<file path="src/sddc_pkg.sv">
// Shared definitions for the switch debouncer with double-change detection:
// register indexes, reset values, default counter width and the flag layout.
// No dependencies.
`timescale 1ns / 1ps

package sddc_pkg;

    localparam int unsigned COUNT_BITS_DEF = 16;
    localparam int unsigned CFG_DATA_BITS  = 16;
    localparam int unsigned CFG_INDEX_BITS = 2;

    localparam logic [CFG_DATA_BITS-1:0] DEBOUNCE_TICKS_RESET = 16'd20;
    localparam logic [CFG_DATA_BITS-1:0] DOUBLE_TICKS_RESET   = 16'd500;
    localparam logic                     START_LEVEL_RESET    = 1'b0;

    typedef enum logic [CFG_INDEX_BITS-1:0] {
        CFG_DEBOUNCE_TICKS = 2'd0,
        CFG_DOUBLE_TICKS   = 2'd1,
        CFG_START_LEVEL    = 2'd2
    } cfg_index_t;

    // Bit 0 is the changed flag, bit 4 the double fell flag.
    typedef struct packed {
        logic double_fell;
        logic double_rose;
        logic fell;
        logic rose;
        logic changed;
    } flags_t;

endpackage

</file>
<file path="src/switch_debounce_double_change.sv">
// Switch debouncer with double-change detection; uses sddc_pkg.
// An accepted item passes through the input register, then the result register.
// Throughput: one item per cycle while the result side is not stalled.
// The rate is set by the single state update between the two registers.
// Reset clears the debounce state, counters, flags register and valid bits and loads the register defaults.
`timescale 1ns / 1ps

module switch_debounce_double_change #(
    parameter int unsigned COUNT_BITS = sddc_pkg::COUNT_BITS_DEF
) (
    input  logic                                 clk,
    input  logic                                 rst_n,

    input  logic                                 cfg_valid,
    output logic                                 cfg_ready,
    input  logic [sddc_pkg::CFG_INDEX_BITS-1:0]  cfg_index,
    input  logic [sddc_pkg::CFG_DATA_BITS-1:0]   cfg_data,

    input  logic                                 in_valid,
    output logic                                 in_ready,
    input  logic                                 pin_level,
    input  logic [4:0]                           clear_mask,

    output logic                                 out_valid,
    input  logic                                 out_ready,
    output logic                                 level,
    output logic                                 changed,
    output logic                                 rose,
    output logic                                 fell,
    output logic                                 double_rose,
    output logic                                 double_fell,
    output logic                                 debouncing
);

    import sddc_pkg::*;

    localparam int unsigned CMP_BITS =
        (COUNT_BITS > CFG_DATA_BITS) ? COUNT_BITS : CFG_DATA_BITS;
    localparam logic [COUNT_BITS-1:0] CNT_MAX = {COUNT_BITS{1'b1}};
    localparam logic [COUNT_BITS-1:0] CNT_ONE = COUNT_BITS'(1);

    logic [CFG_DATA_BITS-1:0] debounce_ticks_reg;
    logic [CFG_DATA_BITS-1:0] double_ticks_reg;

    logic                     active_reg, active_next;
    logic                     latched_reg, latched_next;
    logic [COUNT_BITS-1:0]    settle_reg, settle_next;
    logic [COUNT_BITS-1:0]    rise_cnt_reg, rise_cnt_next;
    logic [COUNT_BITS-1:0]    fall_cnt_reg, fall_cnt_next;
    flags_t                   flags_reg, flags_next, flags_report;

    logic                     s1_valid_reg;
    logic                     s1_pin_reg;
    flags_t                   s1_mask_reg;

    logic                     out_valid_reg;
    logic                     level_reg;
    flags_t                   out_flags_reg;
    logic                     debouncing_reg;

    logic                     out_load;
    logic                     s1_adv;
    logic                     cfg_write;
    logic                     edge_seen;
    logic [COUNT_BITS-1:0]    settle_inc, rise_inc, fall_inc;

    assign cfg_ready = 1'b1;
    assign cfg_write = cfg_valid && cfg_ready;

    assign out_load = !out_valid_reg || out_ready;
    assign s1_adv   = s1_valid_reg && out_load;
    assign in_ready = !s1_valid_reg || s1_adv;

    always_comb
    begin
        settle_inc = (settle_reg == CNT_MAX) ? settle_reg : settle_reg + CNT_ONE;
        rise_inc   = (rise_cnt_reg == CNT_MAX) ? rise_cnt_reg : rise_cnt_reg + CNT_ONE;
        fall_inc   = (fall_cnt_reg == CNT_MAX) ? fall_cnt_reg : fall_cnt_reg + CNT_ONE;

        active_next   = active_reg;
        latched_next  = latched_reg;
        settle_next   = settle_inc;
        rise_cnt_next = rise_inc;
        fall_cnt_next = fall_inc;
        flags_report  = flags_reg;
        edge_seen     = !active_reg && (s1_pin_reg != latched_reg);

        if (!active_reg)
        begin
            if (edge_seen)
            begin
                latched_next         = s1_pin_reg;
                flags_report.changed = 1'b1;
                if (s1_pin_reg)
                begin
                    flags_report.rose = 1'b1;
                    if (CMP_BITS'(rise_inc) < CMP_BITS'(double_ticks_reg))
                    begin
                        flags_report.double_rose = 1'b1;
                    end
                    rise_cnt_next = '0;
                end
                else
                begin
                    flags_report.fell = 1'b1;
                    if (CMP_BITS'(fall_inc) < CMP_BITS'(double_ticks_reg))
                    begin
                        flags_report.double_fell = 1'b1;
                    end
                    fall_cnt_next = '0;
                end
                settle_next = '0;
                active_next = 1'b1;
            end
        end
        else
        begin
            if (s1_pin_reg != latched_reg)
            begin
                settle_next = '0;
            end
            if (CMP_BITS'(settle_next) >= CMP_BITS'(debounce_ticks_reg))
            begin
                active_next = 1'b0;
            end
        end

        flags_next = flags_report & ~s1_mask_reg;
    end

    always_ff @(posedge clk or negedge rst_n)
    begin
        if (!rst_n)
        begin
            debounce_ticks_reg <= DEBOUNCE_TICKS_RESET;
            double_ticks_reg   <= DOUBLE_TICKS_RESET;
            active_reg         <= 1'b0;
            latched_reg        <= START_LEVEL_RESET;
            settle_reg         <= '0;
            rise_cnt_reg       <= '0;
            fall_cnt_reg       <= '0;
            flags_reg          <= '0;
        end
        else
        begin
            if (s1_adv)
            begin
                active_reg   <= active_next;
                latched_reg  <= latched_next;
                settle_reg   <= settle_next;
                rise_cnt_reg <= rise_cnt_next;
                fall_cnt_reg <= fall_cnt_next;
                flags_reg    <= flags_next;
            end
            if (cfg_write)
            begin
                unique case (cfg_index_t'(cfg_index))
                    CFG_DEBOUNCE_TICKS: debounce_ticks_reg <= cfg_data;
                    CFG_DOUBLE_TICKS:   double_ticks_reg   <= cfg_data;
                    CFG_START_LEVEL:    latched_reg        <= cfg_data[0];
                    default: ;
                endcase
            end
        end
    end

    always_ff @(posedge clk or negedge rst_n)
    begin
        if (!rst_n)
        begin
            s1_valid_reg  <= 1'b0;
            out_valid_reg <= 1'b0;
        end
        else
        begin
            if (in_ready)
            begin
                s1_valid_reg <= in_valid;
            end
            if (out_load)
            begin
                out_valid_reg <= s1_valid_reg;
            end
        end
    end

    always_ff @(posedge clk)
    begin
        if (in_valid && in_ready)
        begin
            s1_pin_reg  <= pin_level;
            s1_mask_reg <= flags_t'(clear_mask);
        end
        if (s1_adv)
        begin
            level_reg      <= latched_next;
            out_flags_reg  <= flags_report;
            debouncing_reg <= active_next;
        end
    end

    assign out_valid   = out_valid_reg;
    assign level       = level_reg;
    assign changed     = out_flags_reg.changed;
    assign rose        = out_flags_reg.rose;
    assign fell        = out_flags_reg.fell;
    assign double_rose = out_flags_reg.double_rose;
    assign double_fell = out_flags_reg.double_fell;
    assign debouncing  = debouncing_reg;

    // An item held in the input register is never dropped while the result side stalls.
    assert property (@(posedge clk) disable iff (!rst_n)
        s1_valid_reg && !out_load |=> s1_valid_reg)
        else $error("input stage item lost during stall");

    // An edge seen while stable is reported with the changed flag and starts debouncing.
    assert property (@(posedge clk) disable iff (!rst_n)
        s1_adv && edge_seen |=> out_valid_reg && out_flags_reg.changed && debouncing_reg)
        else $error("edge not reported");

    // A rise restarts the rise counter.
    assert property (@(posedge clk) disable iff (!rst_n)
        s1_adv && edge_seen && s1_pin_reg |=> rise_cnt_reg == '0)
        else $error("rise counter not restarted");

    // A bounce while debouncing restarts the settle count.
    assert property (@(posedge clk) disable iff (!rst_n)
        s1_adv && active_reg && (s1_pin_reg != latched_reg) |=> settle_reg == '0)
        else $error("settle count not restarted on bounce");

endmodule
</file>
<file path="config.mk">
export PLATFORM = sky130hd
export DESIGN_NAME = switch_debounce_double_change
export DESIGN_NICKNAME = d
export VERILOG_FILES = /design/src/sddc_pkg.sv /design/src/switch_debounce_double_change.sv
export SDC_FILE = /design/constraint.sdc
export NUM_CORES = 1
export LEC_CHECK = 0
export ABC_CLOCK_PERIOD_IN_PS = 6450
export BUFFER_PORTS_ARGS = -buffer_cell sky130_fd_sc_hd__buf_2
export CORE_UTILIZATION = 61
export CTS_CLUSTER_DIAMETER = 200
export DETAILED_ROUTE_END_ITERATION = 16
export GPL_ROUTABILITY_DRIVEN = 1
export GPL_TIMING_DRIVEN = 0
export PLACE_DENSITY = 0.8
export REMOVE_ABC_BUFFERS = 1
export SETUP_SLACK_MARGIN = 0.5
export SYNTH_ARGS = -nofsm -noshare
export SYNTH_HDL_FRONTEND = slang
export SYNTH_SLANG_ARGS = --single-unit
</file>
<file path="constraint.sdc">
create_clock -name clk -period 6.45 [get_ports clk]
set_input_delay 0.645 -clock clk [delete_from_list [all_inputs] [get_ports clk]]
set_output_delay 0.645 -clock clk [all_outputs]
set_load 0.02 [all_outputs]
</file>
==> results of run 1 <==
[synthesized netlist by cell type, types with 8 or more instances]
cell,count
dfrtp_1,81
nand2_1,69
o21ai_0,59
ha_1,49
a21oi_1,46
inv_1,41
nor2_1,40
clkbuf_1,23
nand3_1,22
mux2_2,20
xnor2_1,20
nand4_1,15
edfxtp_1,13
xor2_1,13
nor3_1,12
a22o_1,11
a31oi_1,10
o31ai_1,10
o211ai_1,9
a21o_1,8
dfstp_2,8
nand2b_1,8
or3_1,8
[per-layer routing]
layer,vias up,part of all wire,track usage
li1,2627,-,-
met3,29,0.051,0.06376
met2,199,0.50,0.5201
met1,2718,0.42,0.3610
met5,-,0,0
met4,0,0.025,0.1161
[worst paths after layout]
kind                                        to  slack [ps]  cells past startpoint
max                                double_fell        2850                     12
min                            rise_cnt_reg[4]         210                      1
max reg2reg                        double_fell        2850                     12
min reg2reg                       flags_reg[2]         430                      1
max in group asynchronous  double_ticks_reg[8]        5550                      2
min in group clk                s1_mask_reg[4]         420                      1
[worst reg2reg max path, delay by kind of cell, from the launching register on]
family,cells,cell delay (ps)
adders and majority gates,2,540
and+or+nand+nor,4,800
DFF,1,460
AOI/OAI and AO/OA,5,1460
xor gates and xnor gates,1,200
[report_power, final]
part | internal, mW | switching (mW) | total [mW]
clock | 0.151 | 0.255 | 0.406
sequential | 0.749 | 0.105 | 0.854
combinational | 0.222 | 0.296 | 0.518
total | 1.12 | 0.656 | 1.78
[final cells by class]
cell class	instances	area, um^2
Multi-Input combinational cell	532	3672
Fill cell	816	3374
Sequential cell	102	2628
Timing Repair Buffer	39	226.5
Tap cell	136	170.2
Inverter	42	157.7
Clock buffer	9	123.9
Clock inverter	7	63.81
[cells by family after synthesis]
logic type,share of synthesized area
buffers and inverters,0.04965
flip-flops,0.3980
AND/OR/NAND/NOR,0.1821
adder cells (fa/ha/maj),0.09286
other,0.0005680
multiplexers,0.04018
XOR/XNOR,0.04378
AO/OA/AOI/OAI,0.1929
==> impl_metrics.env, run 1 <==
export IMPL_cp_buffers_inverters=0
export IMPL_grt_pass1_vias=5460
export IMPL_drv_cap=0
export IMPL_dieHeight_um=106.0
export IMPL_status="finished clean"
export IMPL_period_needed_ps=3596
export IMPL_io_pins=39
export IMPL_nets=804
export IMPL_p_leak_nw=3.108
export IMPL_fin_ws_ps=2854
export IMPL_crit_fanout=7
export IMPL_clkSinkCount=102
export IMPL_startpoint="fall_cnt_reg[0]"
export IMPL_endpoint_kind="flop"
export IMPL_cpMaxStageDelayCell="a211oi_1"
export IMPL_first_iter_violations=373
export IMPL_seq_area_frac_synth=0.3980
export IMPL_cts_root_buf="clkbuf_8"
export IMPL_htreeDepth=3
export IMPL_track_usage=0.2987
export IMPL_p_per_area_nw_per_um2=252.5
export IMPL_final_common_cell="dfrtp_1"
export IMPL_syn_to_final_growth_pct=6.651
export IMPL_synth_async_reset_ratio=0.8725
export IMPL_slew_violations=0
export IMPL_dr_total_vias=5573
export IMPL_ir_worst_vdd_v=0.0001809
export IMPL_place_gp_congestion=0.9179
export IMPL_antenna_found_initial=0
export IMPL_synth_area_um2=6603
export IMPL_cts_tree="yes"
export IMPL_clk_latency_ps=390
export IMPL_drc=0
export IMPL_cts_buffers_inserted=9
export IMPL_synth_cell_types=72
export IMPL_grt_pass1_wl_um=26250
export IMPL_hold_viol=0
export IMPL_synth_edf_count=13
export IMPL_clkTransAtPathRegs_ps=110
export IMPL_holdWs_ps=207.5
export IMPL_dieArea_um2=11240
export IMPL_route_detailed_vias_per_inst=6.428
export IMPL_dp_slack_ps=1984
export IMPL_cts_setup_buffers=0
export IMPL_core_um2=10420
export IMPL_max_slew_margin=0.2770
export IMPL_synth_area_leader_cell="dfrtp_1"
export IMPL_r2r_start="fall_cnt_reg[0]"
export IMPL_stdcell_count=867
export IMPL_die_w_um=106.0
export IMPL_final_area_um2=7042
export IMPL_worstPathArrival_ps=3850
export IMPL_dp_hpwl_um=11380
export IMPL_tns_ps=0
export IMPL_grt_overflow=0
export IMPL_insertedDiodeCount=0
export IMPL_crit_required_ps=6700
export IMPL_hp_class="in -> async"
export IMPL_cts_hold_buffers=0
export IMPL_clock_fmax_mhz=278.1
export IMPL_setup_viol=0
export IMPL_wl_um=15680
export IMPL_fin_skew_ps=8.061
export IMPL_ys_dominant_reg_cell="dfrtp_1"
export IMPL_fin_crit_sh=0.5575
export IMPL_drtAntennaViolNets=0
export IMPL_grt_setup_unrepaired="no"
export IMPL_post_cts_resized=0
export IMPL_synth_area_leaders="dfrtp_1, ha_1, edfxtp_1, o21ai_0, nand2_1"
export IMPL_ys_warn_count=0
export IMPL_final_util=0.6760
export IMPL_worstMarginPinSlew_ps=1077
export IMPL_path_cells="ha_1 -> nand3_1 -> nor3_2 -> a211oi_1 -> and3_1 -> xor2_1 -> ha_1 -> a21oi_1 -> o21ai_0 -> a211oi_1 -> o311ai_0 -> nand3_1"
export IMPL_wire_per_inst_um=18.09
export IMPL_placedInstanceArea_um2=6847
export IMPL_initial_core_util=0.6339
export IMPL_synthCells=713
export IMPL_clockBufferDepth=2
export IMPL_firstDrtPassIters=5
export IMPL_crit_family="compound AO/OA/AOI/OAI gates"
export IMPL_layout_drive_gt1_share=0.1491
export IMPL_startpoint_type="flop"
export IMPL_synth_top_cell_area_share=0.3070
export IMPL_crit_type="reg -> reg"
export IMPL_slowest_delay_ps=570
export IMPL_dp_cells=851
export IMPL_placementRows=37
export IMPL_grt_max_degree=54
export IMPL_final_cell_mix="dfrtp_1, nand2_1, o21ai_0"
export IMPL_synth_avg_cell_area_um2=9.260
export IMPL_port_buffers=37
export IMPL_ys_ff_latch=102
export IMPL_power_total_mw=1.778
(Power assumes the default switching activity.)
==> run 2, diff against run 1 <==
--- a/config.mk
+++ b/config.mk
@@ -5,14 +5,14 @@
 export SDC_FILE = /design/constraint.sdc
 export NUM_CORES = 1
 export LEC_CHECK = 0
-export ABC_CLOCK_PERIOD_IN_PS = 6450
+export ABC_CLOCK_PERIOD_IN_PS = 2980
 export BUFFER_PORTS_ARGS = -buffer_cell sky130_fd_sc_hd__buf_2
-export CORE_UTILIZATION = 61
+export CORE_UTILIZATION = 56
 export CTS_CLUSTER_DIAMETER = 200
 export DETAILED_ROUTE_END_ITERATION = 16
 export GPL_ROUTABILITY_DRIVEN = 1
 export GPL_TIMING_DRIVEN = 0
-export PLACE_DENSITY = 0.8
+export PLACE_DENSITY = 0.77
 export REMOVE_ABC_BUFFERS = 1
 export SETUP_SLACK_MARGIN = 0.5
 export SYNTH_ARGS = -nofsm -noshare
==> constraint.sdc (replaced) <==
create_clock -name clk -period 2.98 [get_ports clk]
set_input_delay 0.298 -clock clk [delete_from_list [all_inputs] [get_ports clk]]
set_output_delay 0.298 -clock clk [all_outputs]
set_load 0.02 [all_outputs]
==> impl_metrics.env, run 2 (same netlist as run 1, synthesis figures left out) <==
export IMPL_hp_class="in -> reg"
export IMPL_insertedDiodeCount=0
export IMPL_grt_setup_unrepaired="yes"
export IMPL_worstMarginPinSlew_ps=1040
export IMPL_period_needed_ps=2915
export IMPL_crit_fanout=4
export IMPL_p_leak_nw=3.778
export IMPL_wire_per_inst_um=19.95
export IMPL_port_buffers=37
export IMPL_placementRows=39
export IMPL_dp_cells=858
export IMPL_tns_ps=0
export IMPL_place_gp_congestion=0.8947
export IMPL_fin_crit_sh=0.9781
export IMPL_final_cell_mix="buf_4, nand2_1, o21ai_0"
export IMPL_drtAntennaViolNets=0
export IMPL_wl_um=19110
export IMPL_core_um2=11470
export IMPL_dieHeight_um=110.6
export IMPL_io_pins=39
export IMPL_final_common_cell="buf_4"
export IMPL_syn_to_final_growth_pct=28.14
export IMPL_clock_fmax_mhz=343.1
export IMPL_hold_viol=0
export IMPL_fin_skew_ps=9.446
export IMPL_cts_root_buf="clkbuf_16"
export IMPL_fillers=742
export IMPL_slew_violations=0
export IMPL_first_iter_violations=611
export IMPL_dieArea_um2=12230
export IMPL_worstPathArrival_ps=3030
export IMPL_grt_max_degree=72
export IMPL_startpoint_type="flop"
export IMPL_drv_cap=0
export IMPL_endpoint_kind="flop"
export IMPL_status="finished clean"
export IMPL_regArea_um2=2665
export IMPL_holdWs_ps=110.8
export IMPL_fin_ws_ps=65.27
export IMPL_dr_total_vias=6167
export IMPL_wl_met2_um=9945
export IMPL_clockBufferDepth=2
export IMPL_p_per_area_nw_per_um2=547.8
export IMPL_grt_pass1_vias=5990
export IMPL_grt_overflow=0
export IMPL_drc=0
export IMPL_clkSinkCount=102
export IMPL_dp_slack_ps=-1102
export IMPL_r2r_cells=12
export IMPL_crit_type="reg -> reg"
export IMPL_htreeDepth=3
export IMPL_path_cells="buf_4 -> nand3_2 -> or2_4 -> nor4_4 -> xor2_1 -> ha_1 -> a211oi_2 -> o211ai_1 -> buf_4 -> a21oi_1 -> a211oi_2 -> nand2_1"
export IMPL_firstDrtPassIters=8
export IMPL_multi_input_area_um2=4293
export IMPL_clkTransAtPathRegs_ps=80
export IMPL_nets=888
export IMPL_stdcell_count=958
export IMPL_wl_met3_um=1276
export IMPL_grt_pass1_wl_um=29200
export IMPL_wl_met1_um=7167
export IMPL_setup_viol=0
export IMPL_cts_tree="yes"
export IMPL_max_slew_margin=0.3035
export IMPL_antenna_found_initial=0
export IMPL_layout_drive_gt1_share=0.3595
export IMPL_slowest_delay_ps=400
export IMPL_die_w_um=110.6
export IMPL_hold_path_depth=1
export IMPL_cpMaxStageDelayCell="dfrtp_1"
export IMPL_initial_core_util=0.5758
export IMPL_route_detailed_vias_per_inst=6.437
export IMPL_dp_hpwl_um=11290
export IMPL_cts_buffers_inserted=9
export IMPL_crit_required_ps=3100
export IMPL_ir_worst_vdd_v=0.0006172
export IMPL_clk_latency_ps=360
export IMPL_highest_layer="met4"
export IMPL_track_usage=0.2993
==> run 2: layer usage <==
layer / track usage / vias up
met4: 0.1431 / 0
met5: 0 / -
li1: - / 2799
met2: 0.5222 / 309
met1: 0.3500 / 2987
met3: 0.06312 / 72
==> run 2: cell type report <==
type,count,area share
multi-input cells,534,0.5074
clock buffers,10,0.02825
well taps,143,0.02115
inverters,42,0.01923
clock inverters,6,0.005915
flip-flops and latches,102,0.3150
repair buffers,121,0.1031
==> run 2: path summary, 6_finish.rpt <==
kind / start / end / slack [ps]
worst max-delay path: rise_cnt_reg[1] / double_rose / 70
worst min-delay path: clear_mask[0] / s1_mask_reg[0] / 110
worst max register to register: rise_cnt_reg[1] / double_rose / 70
worst min register to register: s1_mask_reg[2] / flags_reg[2] / 430
max in group asynchronous: rst_n / rise_cnt_reg[5] / 1950
min in group asynchronous: rst_n / fall_cnt_reg[15] / 360
==> run 2: critical path: cells and delay by family (launching register included) <==
kind	cells	cell delay [ps]
xor gates and xnor gates	1	110
and+or+nand+nor	4	880
DFF	1	400
buffers and inverters	2	310
adders and majority gates	1	330
AOI/OAI and AO/OA	4	640
==> run 2: per-stage QoR <==
step / utilization / cell area [um^2] / total power [mW]
after global routing: 0.7378 / 8461 / 4.867
after global placement: 0.5927 / 6797 / 2.879
after floorplan: - / 6432 / 2.616
final: 0.7378 / 8461 / 4.635
after detailed placement: 0.5978 / 6855 / 2.975
after CTS: 0.6930 / 7946 / 4.421
==> run 2: repair_timing <==
item,4_1_cts,5_1_grt
setup endpoints to repair,55,12
hold endpoints to repair,18,0
hold buffers,1,0
cloned,2,0
gates resized for setup,93,60
pin swaps,42,45
setup buffers,49,32
==> run 2: report_power, final <==
group | internal (mW) | switching, mW | total, mW
logic | 0.733 | 0.866 | 1.60
clock network | 0.604 | 0.571 | 1.17
registers | 1.63 | 0.227 | 1.86
total | 2.97 | 1.66 | 4.63
